$ cat config.mk
export PLATFORM = sky130hd
export DESIGN_NAME = sbus_frame_decoder_core
export DESIGN_NICKNAME = d
export VERILOG_FILES = /design/src/rtl/core/sfd_pkg.sv /design/src/rtl/core/sbus_frame_decoder_core.sv
export SDC_FILE = /design/constraint.sdc
export NUM_CORES = 1
export LEC_CHECK = 0
export BUFFER_PORTS_ARGS = -buffer_cell sky130_fd_sc_hd__buf_2
export CORE_UTILIZATION = 55
export CTS_CLUSTER_SIZE = 28
export DETAILED_ROUTE_END_ITERATION = 6
export GPL_ROUTABILITY_DRIVEN = 0
export PLACE_DENSITY = 0.84
export SETUP_SLACK_MARGIN = 0.15
export SLEW_MARGIN = 20
export SYNTH_ARGS = -nofsm -noshare
export SYNTH_HDL_FRONTEND = slang
export SYNTH_SLANG_ARGS = --single-unit
$ cat constraint.sdc
create_clock -name i_clk -period 8.7 [get_ports i_clk]
set_input_delay 2.175 -clock i_clk [delete_from_list [all_inputs] [get_ports i_clk]]
set_output_delay 2.175 -clock i_clk [all_outputs]
set_load 0.01 [all_outputs]
$ cat src/rtl/core/sfd_pkg.sv
// Constants and types of the SBUS frame decoder
package sfd_pkg;

    localparam int unsigned NUM_CHAN   = 16;
    localparam int unsigned CHAN_W     = 11;
    localparam int unsigned NUM_DATA   = 22;
    localparam int unsigned IDX_W      = 4;
    localparam int unsigned POS_W      = 5;
    localparam int unsigned FRAME_W    = NUM_DATA * 8;

    localparam logic [7:0] START_BYTE  = 8'h0F;
    localparam logic [7:0] END_BYTE    = 8'h00;

    localparam logic [POS_W-1:0] POS_FIRST_DATA = 5'd1;
    localparam logic [POS_W-1:0] POS_LAST_DATA  = 5'd22;
    localparam logic [POS_W-1:0] POS_FLAG       = 5'd23;
    localparam logic [POS_W-1:0] POS_END        = 5'd24;

    localparam logic [CHAN_W-1:0] CH6_REMOTE    = 11'd201;
    localparam logic [CHAN_W-1:0] CH10_ALT      = 11'd1801;
    localparam logic [CHAN_W-1:0] CENTER_RESET  = 11'd1024;

    localparam logic [1:0] MODE_NONE   = 2'd0;
    localparam logic [1:0] MODE_REMOTE = 2'd1;
    localparam logic [1:0] MODE_ALT    = 2'd2;

    localparam logic [IDX_W-1:0] LAST_IDX = 4'd15;

    typedef logic [CHAN_W-1:0] t_chan;

endpackage

$ cat src/rtl/core/sbus_frame_decoder_core.sv
// SBUS frame decoder: takes one received byte per cycle; a 0x0F byte opens a 25-byte
// frame and a 0x00 end byte releases its sixteen 11-bit channels as sixteen result
// items, one per cycle unless i_out_stall holds them, from a channel buffer behind the
// output register. Input bytes are taken every cycle while results drain; only the end
// byte of a following frame is stalled until the buffer has handed its last item to
// the output register, so the bytes of one frame and the results of the last overlap.
module sbus_frame_decoder_core
    import sfd_pkg::*;
(
    input  logic                i_clk,
    input  logic                i_rst_n,
    input  logic                i_in_valid,
    output logic                o_in_stall,
    input  logic [7:0]          i_rx_byte,
    output logic                o_out_valid,
    input  logic                i_out_stall,
    output logic [3:0]          o_channel_index,
    output logic [10:0]         o_channel_value,
    output logic signed [11:0]  o_left_speed,
    output logic signed [12:0]  o_right_speed,
    output logic [1:0]          o_control_mode,
    output logic                o_last_channel,
    input  logic                psel,
    input  logic                penable,
    input  logic                pwrite,
    input  logic [2:0]          paddr,
    input  logic [31:0]         pwdata,
    output logic [31:0]         prdata,
    output logic                pready
);

    logic [7:0]        r_frame [NUM_DATA];
    logic [POS_W-1:0]  r_pos;
    logic              r_in_frame;
    logic [1:0]        r_mode;
    logic [CHAN_W-1:0] r_center;

    t_chan             r_ch [NUM_CHAN];
    logic              r_busy;
    logic [IDX_W-1:0]  r_idx;
    logic [11:0]       r_left;
    logic [12:0]       r_right;

    logic              in_acc;
    logic              is_start;
    logic              frame_done;
    logic              out_ready;
    logic [FRAME_W-1:0] frame_vec;
    t_chan             chans [NUM_CHAN];
    logic [1:0]        n_mode;
    logic [11:0]       n_left;
    logic [12:0]       n_right;

    assign pready     = 1'b1;
    assign prdata     = paddr[2] ? 32'd0 : {21'd0, r_center};

    assign o_in_stall = r_busy && r_in_frame && (r_pos == POS_END);
    assign in_acc     = i_in_valid && !o_in_stall;
    assign is_start   = (i_rx_byte == START_BYTE);
    assign frame_done = in_acc && !is_start && r_in_frame && (r_pos == POS_END)
                        && (i_rx_byte == END_BYTE);
    assign out_ready  = !o_out_valid || !i_out_stall;

    always_comb begin
        for (int i = 0; i < NUM_DATA; i++) begin
            frame_vec[8*i +: 8] = r_frame[i];
        end
        for (int k = 0; k < NUM_CHAN; k++) begin
            chans[k] = frame_vec[CHAN_W*k +: CHAN_W];
        end
    end

    always_comb begin
        n_left  = {1'b0, chans[0]} - {1'b0, chans[1]};
        n_right = {2'b00, chans[0]} + {2'b00, chans[1]} - {1'b0, r_center, 1'b0};
        if (chans[5] == CH6_REMOTE) begin
            n_mode = MODE_REMOTE;
        end else if (chans[9] == CH10_ALT) begin
            n_mode = MODE_ALT;
        end else if (r_mode == MODE_ALT) begin
            n_mode = MODE_ALT;
        end else begin
            n_mode = MODE_NONE;
        end
    end

    // config register
    always_ff @(posedge i_clk) begin
        if (!i_rst_n) begin
            r_center <= CENTER_RESET;
        end else if (psel && penable && pwrite && pready && !paddr[2]) begin
            r_center <= pwdata[CHAN_W-1:0];
        end
    end

    // frame capture
    always_ff @(posedge i_clk) begin
        if (!i_rst_n) begin
            r_pos      <= '0;
            r_in_frame <= 1'b0;
            r_mode     <= MODE_NONE;
        end else if (in_acc) begin
            if (is_start) begin
                r_in_frame <= 1'b1;
                r_pos      <= POS_FIRST_DATA;
            end else if (r_in_frame) begin
                if (r_pos >= POS_FIRST_DATA && r_pos <= POS_FLAG) begin
                    r_pos <= r_pos + 5'd1;
                end else begin
                    r_in_frame <= 1'b0;
                    r_pos      <= '0;
                    if (i_rx_byte == END_BYTE) begin
                        r_mode <= n_mode;
                    end
                end
            end
        end
    end

    always_ff @(posedge i_clk) begin
        if (in_acc && !is_start && r_in_frame) begin
            for (int i = 0; i < NUM_DATA; i++) begin
                if (r_pos == POS_W'(i + 1)) begin
                    r_frame[i] <= i_rx_byte;
                end
            end
        end
    end

    // channel buffer and result register
    always_ff @(posedge i_clk) begin
        if (!i_rst_n) begin
            r_busy      <= 1'b0;
            r_idx       <= '0;
            o_out_valid <= 1'b0;
        end else begin
            if (frame_done) begin
                r_busy <= 1'b1;
                r_idx  <= '0;
            end else if (r_busy && out_ready) begin
                r_idx <= r_idx + 4'd1;
                if (r_idx == LAST_IDX) begin
                    r_busy <= 1'b0;
                end
            end
            if (out_ready) begin
                o_out_valid <= r_busy;
            end
        end
    end

    always_ff @(posedge i_clk) begin
        if (frame_done) begin
            for (int k = 0; k < NUM_CHAN; k++) begin
                r_ch[k] <= chans[k];
            end
            r_left  <= n_left;
            r_right <= n_right;
        end
        if (r_busy && out_ready) begin
            o_channel_index <= r_idx;
            o_channel_value <= r_ch[r_idx];
            o_left_speed    <= r_left;
            o_right_speed   <= r_right;
            o_control_mode  <= r_mode;
            o_last_channel  <= (r_idx == LAST_IDX);
        end
    end

endmodule

==> metrics.md, run 1 <==
| Metric | Value |
|---|---|
| Outcome | complete, no violations |
| Share of layout cells above drive strength 1 | 0.191 |
| Hold Path Class | flop to flop |
| Top FF cell, synth | edfxtp_1 |
| Average wire per cell in the routed design | about 24 um |
| Total gr overflow | 0 |
| # IOs | approximately 130 |
| Syn Std Cell Area | 17,100 um^2 |
| Startpoint Class | primary input |
| Cell taking the most area after synthesis | edfxtp_1 |
| 1st-pass router iterations | 5 |
| Cts hold-fix bufs | 0 |
| CTS tree | yes |
| Initial Util | 0.560 |
| Pwr/cell area | 220 nW/um^2 |
| Synthesis-to-layout area growth | 12.6% |
| Die footprint | approximately 32,000 um^2 |
| Total power | around 4.2 mW |
| Top post-synthesis cells by area | edfxtp_1 73%, mux4_2 4.5%, dfxtp_1 2.9%, ha_1 2.1%, mux4_1 1.5% |
| Syn_area_per_cell | between 15 and 20 um^2 |
| HPWL after DPL | between 20 and 25 mm |
| Fin crit share | 0.553 |
| Post-synth top cells | 418 x edfxtp_1, 60 x inv_1, 46 x nand2_1 |
| CTS buffer count | 42 |
| CTS Root Buffer Type | clkbuf_16 |
| Setup TNS | 0 ns |
| Final hold viol count | 0 |
| Initial antenna violation count | 0 |
| Post-route ant nets | 0 |
| Post-layout util | 0.630 |
| I/O Buffers | roughly 80 |
| Final Net Count | 1,139 |
| WP data required | approximately 6.5 ns |
| Most common cell in the netlist | edfxtp_1 |
| RSZ-0062 raised after global routing | no |
| DRT iter0 DRCs | roughly 1,000 |
| Number of synthesized flops with an enable pin | roughly 420 |
| Peak supply drop | between 0.0001 and 0.00015 V |
| Final Setup Violations | 0 |
| # DRC | 0 |
| Clk sinks | around 440 |
| GRT Resource Usage Total | 0.230 |
| Worst Skew | approximately 0.013 ns |
| Tmin final | 4.81 ns |
| Fmax | slightly above 0.2 GHz |
| Cell variety after synth | 59 |
| Fin area | 19,300 um^2 |
| Max transition margin | 0.204 |
| Post_cts resized | 0 |
| Synth Register Bits | between 400 and 500 |
| Slew Limit Fails | 0 |
| Worst Tran Pin Value | between 1 and 1.5 ns |
| Clk Latency, worst-skew pair | ~0.54 ns |
| Arrival time at the worst endpoint | roughly 2.6 ns |
| Die width | between 150 and 200 um |
| DR vias | approximately 8,900 |
| Placed cell area | about 18,000 um^2 |
| Post-synthesis cell count | around 950 |
| Longest Clk Path Bufs | 3 |
| First-pass GRT wire length | approximately 53 mm |
| Number of fillers in the final layout | 2,010 |
| Largest net degree at the start of global routing | 90 |
| Seq/Total Area, Yosys | 0.762 |
| Drt via density | about 6.0 |
| Max-cap violations | 0 |
| CP Class | primary input to output port |
| Reg2reg end | r_ch[2][10]$_DFFE_PP_ |
| Core Area | 30,600 um^2 |
| Post-Route WL | 35.6 mm |
| Share of the synthesized area in the top cell type | 0.733 |
| Crit path capture type | output port |
| FF-to-FF Start | r_pos[0]$_SDFFE_PN0P_ |
| Worst hold margin | ~0.41 ns |
| Number of global-route vias before repair | 8,840 |
| R2R cell count | 6 |
| LEAKAGE | around 6.5 nW |
| Hold Path End | r_ch[4][3]$_DFFE_PP_ |
| Max H-tree Level | 2 |
| Reg-to-reg setup timing slack | 5.53 ns |
| Syn. warnings | 0 |
| Hold Path Origin | r_frame[0][47]$_DFFE_PP_ |
| Post-CTS setup buffers | 0 |
| Crit-path max FO | 13 |
| Clock-pin slew on the worst setup and hold paths | 0.07 ns |
| Die Y | 178 um |
| Fraction of registers with async set/reset | 0 |
| Core Rows | between 60 and 70 |
| Hold Path Cell Cnt | 0 |
-- power breakdown --
part	leakage (nW)	switching (mW)	internal, mW
combinational	1.89	0.0413	0.0132
clock	0.687	0.785	1.09
sequential	3.97	0.00173	2.31
total	6.55	0.828	3.42
-- metal layers --
layer,vias to the layer above,GRT usage,share of wire
li1,3813,-,-
met1,4414,0.312,0.39
met2,555,0.375,0.49
met3,98,0.0390,0.086
met4,0,0.0886,0.032
met5,-,0,0
-- worst max path at each step --
stage | start | end | slack [ns]
finish | paddr[2] | prdata[0] | 3.89
global route | i_rx_byte[5] | r_ch[2][10]$_DFFE_PP_ | 3.76
CTS | paddr[2] | prdata[0] | 3.89
detailed placement | i_rx_byte[5] | r_ch[6][7]$_DFFE_PP_ | 3.40
global placement | i_rx_byte[4] | r_ch[6][10]$_DFFE_PP_ | 3.47
floorplan | i_rx_byte[5] | r_ch[0][0]$_DFFE_PP_ | 1.27
-- logic make-up (layout without fill, tap and decap cells) --
logic type / Yosys count / in the layout / share of synthesized area
DFF: 443 / 443 / 0.762
and+or+nand+nor: 171 / 171 / 0.0544
buffers and inverters: 112 / 229 / 0.0333
AOI/OAI and AO/OA: 102 / 102 / 0.0384
muxes: 58 / 58 / 0.0683
adders and majority gates: 40 / 40 / 0.0341
xor gates and xnor gates: 17 / 17 / 0.00870
other: 2 / 23 / 0.000439
-- flip-flops by register name (all words and copies together), names as in the netlist --
register,flops
r_right,12
o_out_valid,1
r_ch,176
o_last_channel,1
r_center,11
r_left,12
r_pos,5
r_frame,176
r_mode,2
o_control_mode,2
o_channel_value,11
o_right_speed,12
r_idx,4
r_in_frame,1
o_channel_index,4
o_left_speed,12
r_busy,1
-- cell usage in the layout (no fill, tap or decap), types with 9 or more instances in the layout --
cell,count
buf_4,9
conb_1,22
inv_1,59
edfxtp_1,418
buf_2,82
mux4_1,10
a211oi_1,12
a21oi_1,42
nor2b_1,27
nor2_1,34
nand2_1,46
fa_1,11
and4_1,9
clkbuf_16,43
ha_1,29
mux2i_1,14
xnor2_1,9
o21ai_0,11
dfxtp_1,23
mux4_2,34
-- metrics by stage --
stage,worst slack [ns],cells
finish,3.89,1479
global route,3.76,1478
CTS,3.89,1478
detailed placement,3.40,1401
global placement,3.47,1401
floorplan,1.27,965
-- layout make-up --
cell class / instances / area, um^2 / share of cell area
clock buffer: 47 / 1090 / 0.0566
timing repair buffer: 91 / 478 / 0.0248
tap: 396 / 495 / 0.0257
clock inverter: 30 / 340 / 0.0177
antenna: 1 / 2.50 / 0.000130
multi-input combinational: 410 / 3580 / 0.186
sequential: 443 / 13100 / 0.677
inverter: 61 / 234 / 0.0121
-- critical path, cell delays in order --
cell and delay, ns:
buf_2 0.18, nor2b_1 0.14, buf_2 0.14
(Power assumes the default switching activity.)
==> run 2: changes to the inputs <==
==> constraint.sdc (replaced) <==
create_clock -name i_clk -period 4.7 [get_ports i_clk]
set_input_delay 1.175 -clock i_clk [delete_from_list [all_inputs] [get_ports i_clk]]
set_output_delay 1.175 -clock i_clk [all_outputs]
set_load 0.01 [all_outputs]
==> run 2 against run 1 <==
  * First-iteration DRC count grew 6.6%
  * Setup slack worse by 2.6 ns
  * Clock-buffer cell count grew 2
  * Clock skew up 0.0040 ns
  * Combinational power up 87%
  * Via count is the same
==> metrics.md, run 2 (synthesis results as in run 1) <==
| Metric | Value |
|---|---|
| Worst Skew | 0.0170 ns (+0.00401 ns) |
| Synthesis-to-layout area growth | 12.5% |
| Average wire per cell in the routed design | 24.4 um (+1.1%) |
| GRT Resource Usage Total | 0.234 (+0.00437) |
| Die width | 178 um (unchanged) |
| Post-route ant nets | 0 (unchanged) |
| Crit path capture type | output port |
| Hold Path Origin | r_frame[2][46]$_DFFE_PP_ |
| Final Net Count | 1,141 (+0.18%) |
| Post_cts resized | 0 (unchanged) |
| Worst hold margin | 0.413 ns (+0.00142 ns) |
| Longest Clk Path Bufs | 3 (unchanged) |
| Total power | 7.78 mW (+83%) |
| Largest net degree at the start of global routing | 129 (+43%) |
| Core Area | 30,600 um^2 (unchanged) |
| Most common cell after layout, fill and taps aside | edfxtp_1 |
| Post-layout util | 0.629 (-0.000696) |
| Final Setup Violations | 0 (unchanged) |
| Initial antenna violation count | 0 (unchanged) |
| Initial Util | 0.560 (unchanged) |
| Post-Route WL | 36.0 mm (+1.1%) |
| Hold Path Class | flop to flop |
| Share of layout cells above drive strength 1 | 0.193 (+0.00167) |
| Total gr overflow | 0 (unchanged) |
| WP data required | 3.52 ns (-3.01 ns) |
| Slew Limit Fails | 0 (unchanged) |
| CTS Root Buffer Type | clkbuf_16 |
| Hold Path End | r_ch[15][9]$_DFFE_PP_ |
| R2R cell count | 7 (+1) |
| Final hold viol count | 0 (unchanged) |
| Die Y | 178 um (unchanged) |
| DR vias | 8,880 (unchanged) |
| RSZ-0062 raised after global routing | no |
| Fmax | between 0.2 and 0.3 GHz |
| First-pass GRT wire length | 53.8 mm (+1.9%) |
| Post-route insts no fill | 1,479 (unchanged) |
| Number of fillers in the final layout | 1,993 (-0.85%) |
| Core Rows | 64 (unchanged) |
| CP Class | flop to output port |
| Tmin final | 3.36 ns |
| Clk Latency, worst-skew pair | 0.55 ns (about the same) |
| # DRC | 0 (unchanged) |
| Reg2reg end | r_frame[0][29]$_DFFE_PP_ |
| Fin crit share | 0.716 |
| CTS tree | yes |
| Worst Tran Pin Value | 1.15 ns (-0.0419 ns) |
| Startpoint Class | flop |
| Pwr/cell area | 404 nW/um^2 (+84%) |
| Die footprint | 31,800 um^2 (unchanged) |
| Reg-to-reg setup timing slack | 1.82 ns (-3.71 ns) |
| Placed cells | 1,404 (+0.21%) |
| DRT iter0 DRCs | 1,073 (+6.6%) |
| Arrival time at the worst endpoint | 2.19 ns (-0.44 ns) |
| CTS buffer count | 41 (-2.4%) |
| Max-cap violations | 0 (unchanged) |
| Peak supply drop | 0.000244 V (+66%) |
| Clk sinks | 443 (unchanged) |
| Crit-path max FO | 6 (-7) |
| Max H-tree Level | 2 (unchanged) |
| Drt via density | 6.00 (unchanged) |
| Most frequent cells in the layout | 418 x edfxtp_1, 82 x buf_2, 59 x inv_1 |
| # IOs | 128 (unchanged) |
| Outcome | complete, no violations |
| Regs by FF count | r_ch: 176 flops, r_frame: 176 flops |
| FF-to-FF Start | r_pos[0]$_SDFFE_PN0P_ |
| HPWL after DPL | 20.8 mm (+2.2%) |
| Clock-pin slew on the worst setup and hold paths | 0.06 ns (about the same) |
| Antenna diode count | 0 (-1) |
| LEAKAGE | 6.53 nW (-0.22%) |
| Hold Path Cell Cnt | 0 (unchanged) |
| Number of global-route vias before repair | 8,927 (+0.98%) |
| 1st-pass router iterations | 5 (unchanged) |
| I/O Buffers | 82 (unchanged) |
| Max transition margin | 0.233 (+0.0290) |
| Cts hold-fix bufs | 0 (unchanged) |
| Post-CTS setup buffers | 0 (unchanged) |
run 2: changes by cell type in the layout (fill, tap and decap cells not counted), sizes merged:
cell,delta
clkinv,-4
buf,+3
clkbuf,+2
diode,-1
run 2: routing by layer:
metal | GRT usage | vias to the layer above | part of all wire | wire [um]
li1 | - | 3805 | - | -
met3 | 0.0390 | 103 | 0.089 | 3210
met1 | 0.315 | 4364 | 0.39 | 13900
met2 | 0.384 | 608 | 0.49 | 17700
met5 | 0 | - | 0 | 0
met4 | 0.0964 | 0 | 0.034 | 1230
run 2: critical path, cell delays in order, from the launching register on:
cell and delay [ns]:
dfxtp_1 0.37, inv_1 0.15, ha_1 0.29, nand4b_1 0.20, or2_2 0.39, inv_1 0.10
buf_2 0.14
run 2: layout make-up:
cell class	count	area, um^2	area share
Sequential cell	443	13100	0.678
Multi-Input combinational cell	410	3590	0.186
Clock buffer	49	1060	0.0548
Timing Repair Buffer	94	513	0.0266
Tap cell	396	495	0.0257
Clock inverter	26	313	0.0162
Inverter	61	233	0.0121
run 2: worst max-delay path by stage:
stage | from | to | cells after the start
2_1_floorplan | i_in_valid | r_ch[0][0]$_DFFE_PP_ | 4
3_3_place_gp | i_rx_byte[5] | r_ch[12][4]$_DFFE_PP_ | 6
3_5_place_dp | i_rx_byte[5] | r_frame[2][18]$_DFFE_PP_ | 5
4_1_cts | r_pos[0]$_SDFFE_PN0P_ | o_in_stall | 6
5_1_grt | r_pos[0]$_SDFFE_PN0P_ | o_in_stall | 6
6_report | r_pos[0]$_SDFFE_PN0P_ | o_in_stall | 6
run 2: per-stage QoR:
| step | setup WS (ns) | setup TNS, ns | area [um^2] |
|---|---|---|---|
| 3_5_place_dp | 1.03 | 0 | 17900 |
| 6_report | 1.34 | 0 | 19300 |
| 2_1_floorplan | -0.218 | -43.61 | 17200 |
| 3_3_place_gp | 1.07 | 0 | 17900 |
| 5_1_grt | 1.27 | 0 | 19300 |
| 4_1_cts | 1.38 | 0 | 19300 |
run 2: report_power, final:
part | internal, mW | switching (mW)
clock | 1.95 | 1.45
combinational | 0.0249 | 0.0769
sequential | 4.28 | 0.00301
total | 6.26 | 1.53
==> run 3: changes to the inputs <==
--- a/config.mk
+++ b/config.mk
@@ -6,11 +6,11 @@
 export NUM_CORES = 1
 export LEC_CHECK = 0
 export BUFFER_PORTS_ARGS = -buffer_cell sky130_fd_sc_hd__buf_2
-export CORE_UTILIZATION = 55
+export CORE_UTILIZATION = 54
 export CTS_CLUSTER_SIZE = 28
 export DETAILED_ROUTE_END_ITERATION = 6
 export GPL_ROUTABILITY_DRIVEN = 0
-export PLACE_DENSITY = 0.84
+export PLACE_DENSITY = 0.86
 export SETUP_SLACK_MARGIN = 0.15
 export SLEW_MARGIN = 20
 export SYNTH_ARGS = -nofsm -noshare
==> constraint.sdc (replaced) <==
create_clock -name i_clk -period 2.98 [get_ports i_clk]
set_input_delay 0.745 -clock i_clk [delete_from_list [all_inputs] [get_ports i_clk]]
set_output_delay 0.745 -clock i_clk [all_outputs]
set_load 0.01 [all_outputs]
==> run 3 against run 2 <==
  * Critical path type unchanged
  * Die area increased by 1.8%
  * Flip-flop and latch count unchanged
  * Total power increased by 55%
  * Final cell count increased by 1.5%
  * Setup slack got worse by 1.1 ns
  * Critical path depth unchanged
  * First-iteration DRC count decreased by 5.7%
==> metrics.md, run 3 (synthesis results as in run 1) <==
| Metric | Value |
|---|---|
| Cts hold-fix bufs | 0 (unchanged) |
| Power Internal | 9.75 mW (+56%) |
| Routed wl met2 | 18.9 mm (+6.8%) |
| Core Rows | 64 (unchanged) |
| Crit path capture type | output port |
| Synthesis-to-layout area growth | 13.7% |
| Comb pwr share | 0.014 (about the same) |
| Final Net Count | 1,165 (+2.1%) |
| Crit-path max FO | 6 (unchanged) |
| Die width | 180 um (+0.91%) |
| Initial antenna violation count | 0 (unchanged) |
| CTS tree | yes |
| 1st-pass router iterations | 6 (+1) |
| Clk sinks | 443 (unchanged) |
| Total gr overflow | 0 (unchanged) |
| Critical Path Slowest Stage Cell | or2_2 |
| Clock-pin slew on the worst setup and hold paths | 0.06 ns (about the same) |
| HPWL after DPL | 22.5 mm (+7.8%) |
| DRT iter0 DRCs | 1,012 (-5.7%) |
| LEAKAGE | 6.66 nW (+1.9%) |
| Uppermost routed layer | met4 |
| Most common cell after layout, fill and taps aside | edfxtp_1 |
| # IOs | 128 (unchanged) |
| I/O Buffers | 82 (unchanged) |
| Drt via density | 6.10 (+1.6%) |
| Met3 wire len | 3.49 mm (+8.7%) |
| Clk Latency, worst-skew pair | 0.54 ns (about the same) |
| Max-cap violations | 0 (unchanged) |
| GRT Resource Usage Total | 0.242 (+0.00752) |
| WP data required | 2.24 ns (-1.28 ns) |
| Antenna diode count | 0 (unchanged) |
| DR vias | 9,160 (+3.2%) |
| Final Setup Violations | 0 (unchanged) |
| CTS Root Buffer Type | clkbuf_16 |
| Most frequent cells in the layout | 418 x edfxtp_1, 82 x buf_2, 58 x inv_1 |
| Average wire per cell in the routed design | 25.6 um (+5.1%) |
| # DRC | 0 (unchanged) |
| First-pass GRT wire length | 57.9 mm (+7.6%) |
| Reg-to-reg setup timing slack | 0.21 ns (-1.61 ns) |
| Pwr/cell area | 620 nW/um^2 (+53%) |
| Sw Ratio | 0.192 (-0.00404) |
| Largest net degree at the start of global routing | 60 (-53%) |
| Startpoint Class | flop |
| Fin crit share | 0.931 |
| Register area | 13,100 um^2 (about the same) |
| Max incr delay on CP | 0.39 ns (about the same) |
| Slew Limit Fails | 0 (unchanged) |
| Hold Path Class | flop to flop |
| Longest Clk Path Bufs | 3 (unchanged) |
| Fmax | around 0.36 GHz |
| Post-route ant nets | 0 (unchanged) |
| Die footprint | 32,400 um^2 (+1.8%) |
| Share of layout cells above drive strength 1 | 0.212 (+0.0188) |
| Max transition margin | 0.374 (+0.141) |
| Regs by FF count | r_ch: 176 flops, r_frame: 176 flops |
| Switch Pwr | 2.32 mW (+52%) |
| Worst Tran Pin Value | 0.935 ns (-0.215 ns) |
| Final hold viol count | 0 (unchanged) |
| Post-Route WL | 38.4 mm (+6.7%) |
| Metal-1 WL | 14.4 mm (+3.9%) |
| Die Y | 180 um (+0.91%) |
| Number of global-route vias before repair | 9,440 (+5.7%) |
| Crit path cell chain | inv_2 -> ha_2 -> nand4b_1 -> or2_2 -> inv_1 -> buf_2 |
| Worst hold margin | 0.411 ns (-0.00192 ns) |
| CTS buffer count | 40 (-2.4%) |
| Sequential Power Share | 0.559 (+0.009) |
| Peak supply drop | 0.000428 V (+75%) |
| Max H-tree Level | 2 (unchanged) |
| Clk pwr share | 0.426 (-0.011) |
| Initial Util | 0.554 (-0.00580) |
| Total power | 12.1 mW (+55%) |
| CP Class | flop to output port |
| Number of fillers in the final layout | 1,970 (-1.2%) |
| Outcome | complete, no violations |
| RSZ-0062 raised after global routing | yes |
| Footprint of the multi-input gates | 3610 um^2 (+0.52%) |
| Post-CTS setup buffers | 0 (unchanged) |
| Worst Skew | 0.0301 ns (+0.0131 ns) |
| Tmin final | roughly 2.8 ns |
| Arrival time at the worst endpoint | 2.03 ns (-0.16 ns) |
| Core Area | 30,900 um^2 (+1.0%) |
-- run 3: cell type report --
| cell class | count | share of cell area |
|---|---|---|
| tap | 396 | 0.0255 |
| clock inverter | 23 | 0.0121 |
| inverter | 61 | 0.0120 |
| sequential | 443 | 0.671 |
| clock buffer | 49 | 0.0543 |
| timing repair buffer | 119 | 0.0399 |
| multi-input combinational | 410 | 0.185 |
-- run 3: power by group through the flow --
stage / Sequential [mW] / Combinational (mW) / Clock [mW]
5_1_grt: 6.75 / 0.184 / 5.39
2_1_floorplan: 6.88 / 0.0856 / 0
4_1_cts: 6.75 / 0.169 / 5.18
3_3_place_gp: 6.89 / 0.161 / 0
6_report: 6.75 / 0.174 / 5.15
3_5_place_dp: 6.89 / 0.166 / 0
-- run 3: timing repair --
item / CTS / global route
pin swaps: 0 / 0
setup endpoints to repair: 1 / 43
hold endpoints to repair: 0 / 0
resized for setup: 1 / 7
-- run 3: routing by layer --
layer | up-vias | global-route usage
met1 | 4531 | 0.314
met3 | 119 | 0.0471
met4 | 0 | 0.111
met5 | - | 0
met2 | 648 | 0.400
li1 | 3862 | -
-- run 3: final timing paths --
path / startpoint / end / cells past startpoint
max: r_pos[0]$_SDFFE_PN0P_ / o_in_stall / 6
min: r_frame[0][43]$_DFFE_PP_ / r_ch[3][10]$_DFFE_PP_ / 0
max reg2reg: r_center[1]$_SDFFE_PN0P_ / r_right[9]$_DFFE_PP_ / 7
min reg2reg: r_frame[0][43]$_DFFE_PP_ / r_ch[3][10]$_DFFE_PP_ / 0
-- run 3: worst max-delay path, delay by kind of cell (launching register included) --
family	cells	cell delay, ns
AND/OR/NAND/NOR	2	0.57
flip-flops	1	0.37
buffers and inverters	3	0.35
adder cells (fa/ha/maj)	1	0.21
-- run 3: per-stage QoR --
stage,util,cell area (um^2),cells,worst slack (ns),TNS (ns)
after global routing,0.629,19500,1501,0.116,0
after CTS,0.629,19400,1501,0.168,0
after detailed placement,0.587,18100,1429,0.0482,0
after global placement,0.587,18100,1429,0.181,0
after floorplan,-,17200,965,-1.51,-301.61
final,0.629,19500,1501,0.205,0
